--- config.mk ---
export PLATFORM = sky130hd
export DESIGN_NAME = wtdr_ram
export DESIGN_NICKNAME = d
export VERILOG_FILES = /design/src/rtl/wtdr_ram.sv
export SDC_FILE = /design/constraint.sdc
export NUM_CORES = 1
export LEC_CHECK = 0
export BUFFER_PORTS_ARGS = -buffer_cell sky130_fd_sc_hd__buf_2
export CORE_MARGIN = 5
export CORE_UTILIZATION = 54
export DETAILED_ROUTE_END_ITERATION = 12
export PLACE_DENSITY = 0.74
export SYNTH_ARGS = -nofsm -noshare
export SYNTH_HDL_FRONTEND = slang
export SYNTH_SLANG_ARGS = --single-unit
--- constraint.sdc ---
create_clock -name clk -period 1.7 [get_ports clk]
set_input_delay 0.17 -clock clk [delete_from_list [all_inputs] [get_ports clk]]
set_output_delay 0.17 -clock clk [all_outputs]
set_load 0.01 [all_outputs]
--- src/rtl/wtdr_ram.sv ---
module wtdr_ram #(
	parameter int WIDTH = 8,
	parameter int DEPTH = 16
) (
	input  logic                                   clk,
	input  logic                                   we,
	input  logic [((DEPTH > 1) ? $clog2(DEPTH) : 1)-1:0] addr,
	input  logic [WIDTH-1:0]                       wdata,
	output logic [WIDTH-1:0]                       rdata
);

	logic [WIDTH-1:0] mem_q [DEPTH];
	logic [WIDTH-1:0] rdata_q;

	always_ff @(posedge clk) begin
		if (we) begin
			mem_q[addr] <= wdata;
		end
		rdata_q <= mem_q[addr];
	end

	assign rdata = rdata_q;

endmodule

==> flow_summary.yaml <==
run_status:
  outcome: "finished, final reports clean"
routing:
  drc: 0
  num_vias: 2434
  dr.first_iter.drc_count: 180
  viasPerCell: 5.94
  drtPass1Iterations: 4
  wl_per_cell_um: 22.3
  drtAntennaViolNets: 0
  routed_wl_mm: 9.14
final_layout:
  layout.nets: 300
  final_common_cell: "edfxtp_1"
  diodes: 0
  fill_cells: 586
  layout-drive-gt1-share_pct: 35.8
  mostFrequentLayoutCells: "edfxtp_1 (128), mux4_2 (32), buf_4 (25)"
  area_delta_synth_final_pct: 18.7
  fin_area_um2: 6010
  final_cells: 410
sta:
  layout_min_cycle_time_ns: 1.35
  maxSlewHeadroom_pct: 63.6
  period_share_pct: 79.5
  finalHoldViolations: 0
  setup_viol: 0
  tns_ns: 0
  tightest_slew_ns: 0.544
  drv_slew: 0
  fin_worst_skew_ns: 0.00731
  rsz0062_at_grt: "false"
  fmax_mhz: 740
die:
  core_um2: 9200
  dieArea_um2: 11400
  io-pin-count: 22
  die_w_um: 107
  die_h_um: 107
  fp-row-count: 35
  start_util_pct: 55.1
place:
  dpl.cell_count: 378
  io_buffer_count: 21
  place_area_um2: 5480
  routabilityCongestion: 0.756
  hpwlAfterDp_mm: 5.86
worst_setup_path:
  cp-start-kind: "flop"
  crit_arrival_ns: 1.73
  path_max_fanout: 1
  cp.required_ns: 2.08
  reg2reg_to: "rdata[1]$_DFF_P_"
  end_kind: "flop"
  reg2regPathDepth: 3
  r2r_start: "mem_q[2][1]$_DFFE_PP_"
  critPathKind: "reg2reg"
  reg2reg_slack_ns: 0.35
global_route:
  grt_pass1_vias: 2508
  grt_usage_pct: 18.0
  overflow: 0
  grt_pass1_wl_mm: 14.7
  grt_max_degree: 40
  antenna_found_initial: 0
clocking:
  clk_latency_ns: 0.50
  clock-sinks: 136
  cts_setup_buffers: 0
  clk_path_buf_depth: 2
  ctsHoldBuffers: 0
  post_cts_resized: 0
  cts_made_buffers: 17
  cts_max_level: 4
  cts_tree: "done"
  cts_root_buf: "clkbuf_8"
  clk_pin_slew_ns: 0.06
power:
  power.share.clock_pct: 43.9
  pwr-share-seq_pct: 51.2
  powerDensity_nw_per_um2: 1220
  p_comb_share_pct: 4.9
  cellLeakagePower_uw: 0.00202
  switching_share_pct: 19.7
  internal_power_uw: 5910
  power.switching_uw: 1450
  max-vdd-ir-drop_uv: 484
worst_hold_path:
  hold_path_depth: 1
  hp-start: "wdata[3]"
  hp-class: "in2reg"
  hold_path_end: "mem_q[2][3]$_DFFE_PP_"
synth:
  synth.cell_area_um2: 5070
  syn_inst: 230
  synth.avg_cell_area_um2: 22.0
  synth_nets: 244
  yosysSeqAreaShare_pct: 79.0
  yosysWarnings: 0
  yosys_register_bits: 136
  synth.distinct_cells: 18
run:
  cap_violations: 0
## logic make-up after synthesis
logic type | count (synthesis) | share of synthesized area [%]
AO/OA/AOI/OAI | 16 | 2.37
buffers and inverters | 11 | 1.19
AND/OR/NAND/NOR | 35 | 3.21
flip-flops | 136 | 79.0
multiplexers | 32 | 14.2
## per-layer routing
metal | global-route usage (%) | vias up | share of wire, %
li1 | - | 1074 | -
met1 | 24.0 | 1275 | 42
met2 | 28.6 | 70 | 51
met3 | 4.33 | 15 | 4.9
met4 | 7.85 | 0 | 1.9
met5 | 0 | - | 0
## cells in the mapped netlist
master | number | share of area (%)
clkbuf_1 | 2 | 0.15
buf_2 | 2 | 0.20
nor2b_1 | 2 | 0.25
buf_6 | 2 | 0.44
buf_1 | 4 | 0.30
and2_1 | 1 | 0.12
edfxtp_1 | 128 | 76
mux4_2 | 32 | 14
dfxtp_1 | 8 | 3.2
nand2b_1 | 2 | 0.25
nor2_1 | 13 | 0.96
nand3_1 | 1 | 0.099
or3b_2 | 1 | 0.17
clkbuf_2 | 1 | 0.099
a22oi_1 | 16 | 2.4
nor3_1 | 4 | 0.40
nand2_1 | 9 | 0.67
nand3b_1 | 2 | 0.30
## per-stage QoR
stage	hold WS, ns	total power, µW	utilization, %	setup WS (ns)
finish	0.0576	7360	65.4	0.348
global route	0.0477	7640	65.4	0.298
CTS	0.0340	7420	65.4	0.347
detailed placement	0.569	4200	59.6	0.108
global placement	0.561	4190	59.6	0.132
floorplan	0.269	4040	-	0.0370
## sequential cells by signal, indices dropped and copies added, names as in the netlist
| signal | flops |
|---|---|
| mem_q | 128 |
| rdata | 8 |
## cell type report
class                      instances  area [µm²]  share of cell area, %
clock buffer                      23         457                   7.59
tap                              111         139                   2.31
sequential                       136        4000                   66.6
timing repair buffer              48         333                   5.53
multi-input combinational         83        1000                   16.7
clock inverter                     9        77.6                   1.29
## critical path, stage by stage (launching register included)
cell and delay, ns:
edfxtp_1 0.38, mux4_2 0.47, a22oi_1 0.30, nand2_1 0.09
## power groups by stage
| stage | combinational, µW | clock [µW] | sequential (µW) |
|---|---|---|---|
| floorplan | 193 | 0 | 3850 |
| global placement | 357 | 0 | 3840 |
| detailed placement | 364 | 0 | 3840 |
| CTS | 366 | 3280 | 3770 |
| global route | 392 | 3470 | 3780 |
| finish | 361 | 3230 | 3770 |
## worst max-delay path by stage
stage                           from                    end  slack, ns  cells past startpoint
6_report       mem_q[2][1]$_DFFE_PP_       rdata[1]$_DFF_P_       0.35                      3
5_1_grt        mem_q[3][1]$_DFFE_PP_       rdata[1]$_DFF_P_       0.30                      3
4_1_cts        mem_q[3][2]$_DFFE_PP_       rdata[2]$_DFF_P_       0.35                      3
3_5_place_dp                 addr[0]       rdata[0]$_DFF_P_       0.11                      5
3_3_place_gp                 addr[0]       rdata[5]$_DFF_P_       0.13                      5
2_1_floorplan                addr[2]  mem_q[0][0]$_DFFE_PP_       0.04                      2
(Power assumes the default switching activity.)
