<file path="src/rtl/wtdr_pkg.sv">
package wtdr_pkg;

	// Field widths of the words on the ports.
	localparam int RES_W      = 24;
	localparam int WEIGHT_W   = 24;
	localparam int NEURON_W   = 6;
	localparam int OUTPUT_W   = 3;
	localparam int OP_W       = 2;

	// Store geometry.
	localparam int NEURONS     = 64;
	localparam int OUTPUTS     = 8;
	localparam int STORE_DEPTH = NEURONS * OUTPUTS;
	localparam int ADDR_W      = $clog2(STORE_DEPTH);

	// Largest magnitude a weight can have.
	localparam logic [WEIGHT_W-1:0] MAG_MAX = WEIGHT_W'(1) << (WEIGHT_W - 1);

	// Serial arithmetic: one multiplier bit per cycle, one quotient bit per cycle.
	localparam int MUL_STEPS = RES_W;
	localparam int DIV_STEPS = 3 * RES_W;
	localparam int CNT_W     = $clog2(DIV_STEPS);
	localparam int DH_W      = RES_W + 2;

	// Configuration registers.
	localparam int CFG_IDX_W = 1;
	localparam int CFG_W     = RES_W;
	localparam logic [RES_W-1:0] RON_RESET  = RES_W'(1000);
	localparam logic [RES_W-1:0] ROFF_RESET = RES_W'(100000);

	typedef enum logic [CFG_IDX_W-1:0] {
		CFG_ON_RES,
		CFG_OFF_RES
	} cfg_reg_t;

	typedef enum logic [OP_W-1:0] {
		OP_CLEAR,
		OP_LOAD,
		OP_READ
	} op_t;

	typedef struct packed {
		logic [OP_W-1:0]            operation;
		logic [NEURON_W-1:0]        neuron_index;
		logic [OUTPUT_W-1:0]        output_index;
		logic signed [WEIGHT_W-1:0] weight;
	} in_word_t;

	typedef struct packed {
		logic [RES_W-1:0]    positive_resistance;
		logic [RES_W-1:0]    negative_resistance;
		logic [WEIGHT_W-1:0] peak_weight;
		logic                status;
	} out_word_t;

	typedef struct packed {
		logic             start;
		logic [RES_W-1:0] ron;
		logic [RES_W-1:0] roff;
		logic [RES_W-1:0] amax;
		logic [RES_W-1:0] mag;
	} map_req_t;

	typedef struct packed {
		logic             done;
		logic [RES_W-1:0] res;
	} map_rsp_t;

	typedef enum logic [1:0] {
		ST_IDLE,
		ST_RDMEM,
		ST_CALC,
		ST_PUSH
	} top_state_t;

	typedef enum logic [2:0] {
		M_IDLE,
		M_MUL1,
		M_MUL2,
		M_DIV,
		M_DONE
	} map_state_t;

endpackage

</file>
<file path="src/rtl/wtdr_map.sv">
module wtdr_map (
	input  logic                clk,
	input  logic                arst_n,
	input  wtdr_pkg::map_req_t  req,
	output wtdr_pkg::map_rsp_t  rsp
);

	localparam int RW = wtdr_pkg::RES_W;
	localparam int DW = wtdr_pkg::DH_W;
	localparam int CW = wtdr_pkg::CNT_W;

	wtdr_pkg::map_state_t state_q, state_d;
	logic [CW-1:0] cnt_q, cnt_d;

	// Operands captured at start; r_on and r_off - r_on are held, r_off, A and |w| are shifted.
	logic [RW-1:0]        ron_q;
	logic [RW-1:0]        r_q;
	logic signed [RW:0]   diff_q;
	logic [RW-1:0]        a_q;
	logic [RW-1:0]        m_q;

	// Denominator r_on*A + (r_off - r_on)*|w|, built LSB first.
	logic signed [DW-1:0] dh_q;
	logic [RW-1:0]        dl_q;
	// r_on*r_off.
	logic [RW-1:0]        ph_q;
	logic [RW-1:0]        pl_q;
	// Numerator r_on*r_off*A; it is shifted out MSB first during the divide.
	logic [2*RW-1:0]      nh_q;
	logic [RW-1:0]        nl_q;
	// Divider.
	logic [2*RW-1:0]      rem_q;
	logic [RW-1:0]        q_q;
	logic                 sat_q;

	logic                 step_last;
	logic signed [DW-1:0] den_add_a;
	logic signed [DW-1:0] den_add_m;
	logic signed [DW-1:0] den_sum;
	logic [RW:0]          p_sum;
	logic [2*RW:0]        n_sum;
	logic [DW+RW-1:0]     den_w;
	logic [2*RW-1:0]      den_mag;
	logic                 den_pos;
	logic [2*RW:0]        rem_shift;
	logic [2*RW:0]        rem_sub;
	logic                 q_bit;

	assign step_last = (cnt_q == '0);

	assign den_add_a = a_q[0] ? $signed({2'b00, ron_q}) : '0;
	assign den_add_m = m_q[0] ? $signed({diff_q[RW], diff_q}) : '0;
	assign den_sum   = dh_q + den_add_a + den_add_m;
	assign p_sum     = {1'b0, ph_q} + (r_q[0] ? {1'b0, ron_q} : '0);
	assign n_sum     = {1'b0, nh_q} + (a_q[0] ? {1'b0, ph_q, pl_q} : '0);

	assign den_w   = {dh_q, dl_q};
	assign den_mag = den_w[2*RW-1:0];
	assign den_pos = !dh_q[DW-1] && (|den_w);

	assign rem_shift = {rem_q, nh_q[2*RW-1]};
	assign rem_sub   = rem_shift - {1'b0, den_mag};
	assign q_bit     = (rem_shift >= {1'b0, den_mag});

	always_ff @(posedge clk or negedge arst_n) begin
		if (!arst_n) begin
			state_q <= wtdr_pkg::M_IDLE;
			cnt_q   <= '0;
		end else begin
			state_q <= state_d;
			cnt_q   <= cnt_d;
		end
	end

	always_comb begin
		state_d  = state_q;
		cnt_d    = cnt_q;
		rsp.done = 1'b0;
		rsp.res  = sat_q ? '1 : q_q;
		unique case (state_q)
			wtdr_pkg::M_IDLE: begin
				if (req.start) begin
					state_d = wtdr_pkg::M_MUL1;
					cnt_d   = CW'(wtdr_pkg::MUL_STEPS - 1);
				end
			end
			wtdr_pkg::M_MUL1: begin
				if (step_last) begin
					state_d = wtdr_pkg::M_MUL2;
					cnt_d   = CW'(wtdr_pkg::MUL_STEPS - 1);
				end else begin
					cnt_d = cnt_q - CW'(1);
				end
			end
			wtdr_pkg::M_MUL2: begin
				if (step_last) begin
					// A denominator at or below zero saturates without dividing.
					state_d = den_pos ? wtdr_pkg::M_DIV : wtdr_pkg::M_DONE;
					cnt_d   = CW'(wtdr_pkg::DIV_STEPS - 1);
				end else begin
					cnt_d = cnt_q - CW'(1);
				end
			end
			wtdr_pkg::M_DIV: begin
				if (step_last) begin
					state_d = wtdr_pkg::M_DONE;
				end else begin
					cnt_d = cnt_q - CW'(1);
				end
			end
			wtdr_pkg::M_DONE: begin
				rsp.done = 1'b1;
				state_d  = wtdr_pkg::M_IDLE;
			end
			default: begin
				state_d = wtdr_pkg::M_IDLE;
			end
		endcase
	end

	always_ff @(posedge clk) begin
		unique case (state_q)
			wtdr_pkg::M_IDLE: begin
				if (req.start) begin
					ron_q  <= req.ron;
					r_q    <= req.roff;
					diff_q <= $signed({1'b0, req.roff}) - $signed({1'b0, req.ron});
					a_q    <= req.amax;
					m_q    <= req.mag;
					dh_q   <= '0;
					ph_q   <= '0;
					nh_q   <= '0;
				end
			end
			wtdr_pkg::M_MUL1: begin
				dh_q <= den_sum >>> 1;
				dl_q <= {den_sum[0], dl_q[RW-1:1]};
				ph_q <= p_sum[RW:1];
				pl_q <= {p_sum[0], pl_q[RW-1:1]};
				r_q  <= r_q >> 1;
				m_q  <= m_q >> 1;
				// A is rotated so that it is whole again for the second product.
				a_q  <= {a_q[0], a_q[RW-1:1]};
			end
			wtdr_pkg::M_MUL2: begin
				nh_q <= n_sum[2*RW:1];
				nl_q <= {n_sum[0], nl_q[RW-1:1]};
				a_q  <= {a_q[0], a_q[RW-1:1]};
				if (step_last) begin
					rem_q <= '0;
					q_q   <= '0;
					sat_q <= !den_pos;
				end
			end
			wtdr_pkg::M_DIV: begin
				rem_q          <= q_bit ? rem_sub[2*RW-1:0] : rem_shift[2*RW-1:0];
				{nh_q, nl_q}   <= {nh_q[2*RW-2:0], nl_q, 1'b0};
				q_q            <= {q_q[RW-2:0], q_bit};
				// Once the quotient passes the field width it stays saturated.
				sat_q          <= sat_q | q_q[RW-1];
			end
			wtdr_pkg::M_DONE: begin
			end
			default: begin
			end
		endcase
	end

	a_div_den_pos: assert property (@(posedge clk) disable iff (!arst_n)
		state_q == wtdr_pkg::M_DIV |-> den_pos)
		else $error("divide running with a non-positive denominator");

	a_done_pulse: assert property (@(posedge clk) disable iff (!arst_n)
		rsp.done |=> !rsp.done)
		else $error("done held for more than one cycle");

	a_mul_order: assert property (@(posedge clk) disable iff (!arst_n)
		(state_q == wtdr_pkg::M_MUL1 && step_last) |=> state_q == wtdr_pkg::M_MUL2)
		else $error("first product did not hand over to the second");

endmodule

</file>
<file path="config.mk">
export PLATFORM = sky130hd
export DESIGN_NAME = wtdr_map
export DESIGN_NICKNAME = d
export VERILOG_FILES = /design/src/rtl/wtdr_pkg.sv /design/src/rtl/wtdr_map.sv
export SDC_FILE = /design/constraint.sdc
export NUM_CORES = 1
export LEC_CHECK = 0
export BUFFER_PORTS_ARGS = -buffer_cell sky130_fd_sc_hd__buf_2
export CORE_MARGIN = 1.5
export CORE_UTILIZATION = 58
export CTS_CLUSTER_DIAMETER = 60
export CTS_CLUSTER_SIZE = 24
export DETAILED_ROUTE_END_ITERATION = 8
export PLACE_DENSITY = 0.84
export SYNTH_ARGS = -nofsm -noshare
export SYNTH_HDL_FRONTEND = slang
export SYNTH_SLANG_ARGS = --single-unit
</file>
<file path="constraint.sdc">
create_clock -name clk -period 7 [get_ports clk]
set_input_delay 0.7 -clock clk [delete_from_list [all_inputs] [get_ports clk]]
set_output_delay 0.7 -clock clk [all_outputs]
set_load 0.01 [all_outputs]
</file>
==> results of run 1 <==
-- flip-flops by register name, indices dropped and copies added (netlist names) --
signal and flops:
a_q 24, cnt_q 7, dh_q 25, diff_q 25, dl_q 24, m_q 24, nh_q 48, nl_q 24
ph_q 24, pl_q 24, q_q 24, r_q 24, rem_q 48, ron_q 24, sat_q 1, state_q 3
-- synthesized netlist by cell type (all sizes together), types with 6 or more instances --
| cell | instances | share of area (%) |
|---|---|---|
| nor4 | 21 | 0.53 |
| a21boi | 7 | 0.21 |
| a21o | 79 | 2.4 |
| dfrtp | 10 | 1.0 |
| nand3 | 38 | 0.76 |
| xnor2 | 91 | 3.2 |
| a41oi | 8 | 0.28 |
| ha | 170 | 8.5 |
| o211ai | 15 | 0.51 |
| or2 | 33 | 0.83 |
| and3 | 36 | 0.91 |
| nor3 | 43 | 0.86 |
| o31ai | 12 | 0.36 |
| and2 | 121 | 3.0 |
| or3 | 13 | 0.33 |
| a2111oi | 9 | 0.42 |
| a211oi | 25 | 0.75 |
| a31oi | 25 | 0.65 |
| o21ai | 109 | 2.2 |
| a21oi | 158 | 3.2 |
| mux2 | 24 | 1.1 |
| nor2 | 218 | 3.3 |
| nor2b | 21 | 0.53 |
| nand2 | 316 | 4.8 |
| nand4 | 36 | 0.91 |
| clkbuf | 84 | 1.3 |
| xor2 | 46 | 1.6 |
| mux2i | 50 | 2.0 |
| nand2b | 16 | 0.40 |
| buf | 24 | 0.46 |
| o21a | 14 | 0.42 |
| inv | 133 | 2.0 |
| edfxtp | 363 | 44 |
| a22o | 19 | 0.67 |
| o21bai | 25 | 0.75 |
| o31a | 6 | 0.21 |
| fa | 29 | 2.3 |
-- per-layer routing --
metal / vias to the layer above / wire [µm] / global-route usage, %
met5: - / 0 / 0
met4: 0 / 1760 / 9.68
met3: 117 / 3550 / 3.20
met2: 756 / 26600 / 43.0
met1: 9224 / 24600 / 34.3
li1: 9226 / - / -
-- report_power, final --
| part | switching [mW] | internal (mW) | total [mW] |
|---|---|---|---|
| sequential | 0.107 | 2.65 | 2.76 |
| combinational | 0.848 | 0.674 | 1.52 |
| clock | 1.02 | 1.12 | 2.15 |
-- area by class of cell --
cell class,count,area [µm²],share of cell area (%)
antenna,1,2.50,0.00919
clock buffer,37,926,3.40
clock inverter,27,393,1.44
inverter,134,504,1.85
multi-input combinational,1900,12800,47.2
sequential,373,11200,41.0
tap,539,674,2.48
timing repair buffer,137,723,2.66
-- worst max-delay path, cell delays in order, from the launching register on --
cell and delay [ns]:
edfxtp_1 0.73, buf_4 0.48, and2_1 0.20, ha_1 0.31
a211oi_1 0.31, o21ai_0 0.17, a221oi_1 0.42, o21ai_1 0.23
a21oi_1 0.49, o21ai_1 0.20, a31oi_1 0.38, o31ai_1 0.15
xor2_1 0.16, a22o_1 0.21
-- how the worst min path moves through the flow --
stage / from / to / slack (ns) / cells after the start
global route: req[90] / ron_q[18] / 0.33 / 1
floorplan: arst_n / cnt_q[0] / 0.40 / 0
CTS: req[90] / ron_q[18] / 0.30 / 1
detailed placement: pl_q[18] / pl_q[17] / 0.43 / 0
global placement: pl_q[22] / pl_q[21] / 0.42 / 0
finish: req[90] / ron_q[18] / 0.33 / 1
-- cell families (layout without fill, tap and decap cells) --
group	after synthesis	in the layout	synth area share (%)
buffers and inverters	242	335	3.75
adder cells (fa/ha/maj)	199	199	10.9
AO/OA/AOI/OAI	561	561	14.9
AND/OR/NAND/NOR	929	929	17.7
XOR/XNOR	137	137	4.82
flip-flops	373	373	44.8
other	0	1	0
multiplexers	74	74	3.10
-- per-stage QoR --
step	hold WS [ns]	instance area, µm²
final	0.332	27200
after global routing	0.331	27200
after CTS	0.302	27200
after detailed placement	0.429	25900
after global placement	0.425	25900
after floorplan	0.404	24900
-- timing repair --
item	CTS	global route
hold endpoints to repair	10	0
hold buffers	1	0
setup buffers	0	0
==> flow_metrics.tcl, run 1 <==
set metrics [dict create \
    nets 2880 \
    rr_worst_depth 13 \
    cp_data_arrival_time_ns 5.03 \
    rsz0062_at_grt "no" \
    crit_start "a_q[0]" \
    ioPinCount 124 \
    fin_skew_ns 0.0171 \
    ir_worst_vdd_mv 0.163 \
    maxSlewViolCount 0 \
    fillers 3177 \
    r2r-end "nh_q[44]" \
    wirelength_um 56500 \
    clkTransAtPathRegs_ns 0.08 \
    ys_ff_latch 373 \
    syn_nets 2813 \
    grt_pass1_vias 18800 \
    r2r_start "a_q[0]" \
    dp_hpwl_um 41000 \
    die_h_um 210 \
    clk_latency_ns 0.56 \
    fin_ws_ns 2.28 \
    cp-start-kind "flop" \
    drtPass1Iterations 5 \
    cts_tree "built" \
    pre_cts_slack_ns 2.39 \
    ys_warn_count 0 \
    vias 19300 \
    cts_root_buf "clkbuf_16" \
    place_inst 3082 \
    fin_total_pwr_mw 6.43 \
    cts_buffers 36 \
    fmaxAchievable_mhz 212 \
    synth_edf_count 363 \
    syn_area_per_cell_um2 9.89 \
    worstSetupPathType "reg -> reg" \
    r2r_slack_ns 2.28 \
    grt_max_degree 92 \
    grt-ovfl-total 0 \
    cts.htree.levels 2 \
    ys_types 77 \
    stdcell_count 3148 \
    hold_viol 0 \
    die_area_um2 44200 \
    worstMarginPinSlew_ns 1.00 \
    p_per_area_nw_per_um2 236 \
    crit_path_end "nh_q[44]" \
    drt_iter0_drc 1577 \
    seq_area_frac_synth_pct 44.8 \
    via_per_inst 6.14 \
    final_common_cell "edfxtp_1" \
    fin_util_pct 64.6 \
    core-area_um2 42100 \
    place_congestion 0.953 \
    maxCapViolations 0 \
    cts-resized-gates 0 \
    synthCells 2515 \
    ant_nets 0 \
    initial_core_util_pct 59.1 \
    layout_common_cells "363 x edfxtp_1, 312 x nand2_1, 216 x nor2_1, 170 x ha_1, 158 x a21oi_1" \
    final.min_clock_period_ns 4.72 \
    antenna_found_initial 0 \
    cts.sinks 373 \
    port-buffer-count 123 \
    relSlewSlack_pct 33.1 \
    p_leak_nw 10.8 \
    min_period_over_period_pct 67.5 \
    synth_area_um2 24900 \
    hold_class "in -> reg" \
    setup_violations 0 \
    wl_per_cell_um 18.0 \
    clock_path_buffers 3 \
    ys.flop_type "edfxtp_1" \
    drive_above_1_share_pct 10.9 \
    cp-end-kind "flop" \
    finalSetupTns_ns 0 \
    async_flop_share_pct 2.68 \
    crit_path_max_fanout 50 \
    outcome "completed" \
    syn_to_final_growth_pct 9.39 \
    grt_pass1_wl_um 92900 \
    grtUsageTotal_pct 25.7 \
    drc 0 \
    row_count 75 \
    die_x_um 210 \
    worstPathRequired_ns 7.31 \
]
(Power assumes the default switching activity.)
==> run 2, diff against run 1 <==
- clock period: 7 -> 4.75 ns (I/O delays scaled with it)
==> flow_metrics.tcl, run 2 (synthesis results as in run 1) <==
set metrics [dict create \
    outcome "completed" \
    die_area_um2 44200 \
    crit_slowest_cell "edfxtp_1" \
    place_congestion 0.957 \
    syn_to_final_growth_pct 9.37 \
    cp-start-kind "flop" \
    die_x_um 210 \
    clk_latency_ns 0.57 \
    die_h_um 210 \
    dp_hpwl_um 41200 \
    wirelength_um 56800 \
    initial_core_util_pct 59.1 \
    nets 2885 \
    path_buf_inv 1 \
    cts_tree "built" \
    clock_path_buffers 3 \
    maxSlewViolCount 0 \
    whs_path_depth 1 \
    ir_worst_vdd_mv 0.322 \
    cp.depth 14 \
    crit_chain "buf_12 -> and2_1 -> ha_1 -> fa_1 -> a211oi_1 -> nor2_1 -> o221ai_1 -> a31oi_1 -> o21ai_0 -> nand2_1 -> o221ai_1 -> o21ai_0 -> xor2_1 -> a22o_1" \
    layout_common_cells "363 x edfxtp_1, 312 x nand2_1, 216 x nor2_1, 170 x ha_1, 158 x a21oi_1" \
    antenna_found_initial 0 \
    fin_skew_ns 0.0366 \
    rr_worst_depth 14 \
    ant_nets 0 \
    pwr-share-comb_pct 24.1 \
    core-area_um2 42100 \
    cp_data_arrival_time_ns 4.51 \
    grt-ovfl-total 0 \
    wl_per_cell_um 18.0 \
    cts_buffers 35 \
    fin_util_pct 64.6 \
    fmaxAchievable_mhz 238 \
    cpPeakStageDelay_ns 0.49 \
    p_seq_share_pct 43.4 \
    final.min_clock_period_ns 4.20 \
    vias 19400 \
    cts_root_buf "clkbuf_16" \
    via_per_inst 6.15 \
    min_period_over_period_pct 88.5 \
    fillers 3219 \
    ff_latch_area_um2 11200 \
    final_common_cell "edfxtp_1" \
    p_per_area_nw_per_um2 343 \
    worstPathRequired_ns 5.06 \
    switching_share_pct 30.6 \
    hold_class "in -> reg" \
    p_leak_nw 10.8 \
    setup_violations 0 \
    relSlewSlack_pct 30.4 \
    grt_pass1_wl_um 92200 \
    p_clk_share_pct 32.6 \
    grt_max_degree 86 \
    drt_iter0_drc 1497 \
    drc 0 \
    drive_above_1_share_pct 10.9 \
    rsz0062_at_grt "no" \
    cp-end-kind "flop" \
    row_count 75 \
    ioPinCount 124 \
    crit_path_max_fanout 69 \
    cts.sinks 373 \
    worstMarginPinSlew_ns 1.04 \
    drtPass1Iterations 5 \
    worstSetupPathType "reg -> reg" \
    biggestRegsByFlops "nh_q (48), rem_q (48)" \
    grtUsageTotal_pct 25.6 \
    antenna-diode-count 0 \
    finalSetupTns_ns 0 \
    cts_setup_buffers 0 \
    crit_family "compound AO/OA/AOI/OAI gates" \
    maxCapViolations 0 \
    port-buffer-count 123 \
    clkTransAtPathRegs_ns 0.08 \
    power.switching_mw 2.86 \
    p_int_mw 6.49 \
    hold_viol 0 \
    cts.htree.levels 2 \
    grt_pass1_vias 18500 \
    multi_input_area_um2 12800 \
]
## run 2: cell types whose count changed in the layout (fill, tap and decap cells not counted), moves of 2 or more
cell      delta
buf_12       +3
inv_16       +2
inv_12       +3
clkinv_2     +4
buf_4        +3
inv_8        -4
clkinv_8     -8
clkbuf_1     +2
## run 2: what timing repair did
item                      CTS  global route
resized for setup           0             0
hold buffers                1             0
hold endpoints to repair   10             0
## run 2: worst paths after layout
path,from,to,slack [ns]
max in group asynchronous,arst_n,state_q[0],4.20
hold / removal,req[81],ron_q[9],0.10
setup / recovery,a_q[0],nh_q[45],0.55
setup reg to reg,a_q[0],nh_q[45],0.55
hold reg to reg,pl_q[6],pl_q[5],0.42
min in group asynchronous,arst_n,cnt_q[1],0.32
## run 2: worst reg2reg max path, delay by kind of cell (launching register included)
| kind | cells | cell delay [ns] |
|---|---|---|
| flops | 1 | 0.49 |
| fa+ha+maj | 2 | 0.67 |
| buf+inv | 1 | 0.24 |
| simple gates | 3 | 0.43 |
| xor+xnor | 1 | 0.19 |
| compound gates | 7 | 1.94 |
## run 2: per-stage QoR
stage	area (µm²)	cells	setup WS [ns]	hold WS (ns)	power [mW]
2_1_floorplan	24900	2515	0.491	0.179	5.83
3_3_place_gp	26000	3088	0.672	0.347	6.22
4_1_cts	27200	3152	0.569	0.0811	9.37
6_report	27200	3152	0.546	0.104	9.35
5_1_grt	27200	3152	0.283	0.0921	9.80
3_5_place_dp	26000	3088	0.579	0.352	6.32
## run 2: cell type report
class / count / area share (%)
clock buffers: 39 / 3.43
clock inverters: 24 / 1.10
flip-flops and latches: 373 / 41.0
repair buffers: 143 / 2.96
inverters: 134 / 1.85
well taps: 539 / 2.48
multi-input cells: 1900 / 47.2
## run 2: power groups by stage
stage	Sequential [mW]	Clock (mW)	Combinational, mW
6_report	4.05	3.04	2.25
5_1_grt	4.07	3.20	2.52
4_1_cts	4.05	3.10	2.22
3_5_place_dp	4.11	0	2.21
3_3_place_gp	4.11	0	2.11
2_1_floorplan	4.06	0	1.77
## run 2: layer usage
metal / track usage (%) / part of all wire, % / up-vias
li1: - / - / 9242
met1: 34.5 / 44 / 9301
met2: 42.6 / 47 / 718
met3: 3.50 / 6.4 / 113
met4: 8.96 / 2.7 / 0
met5: 0 / 0 / -
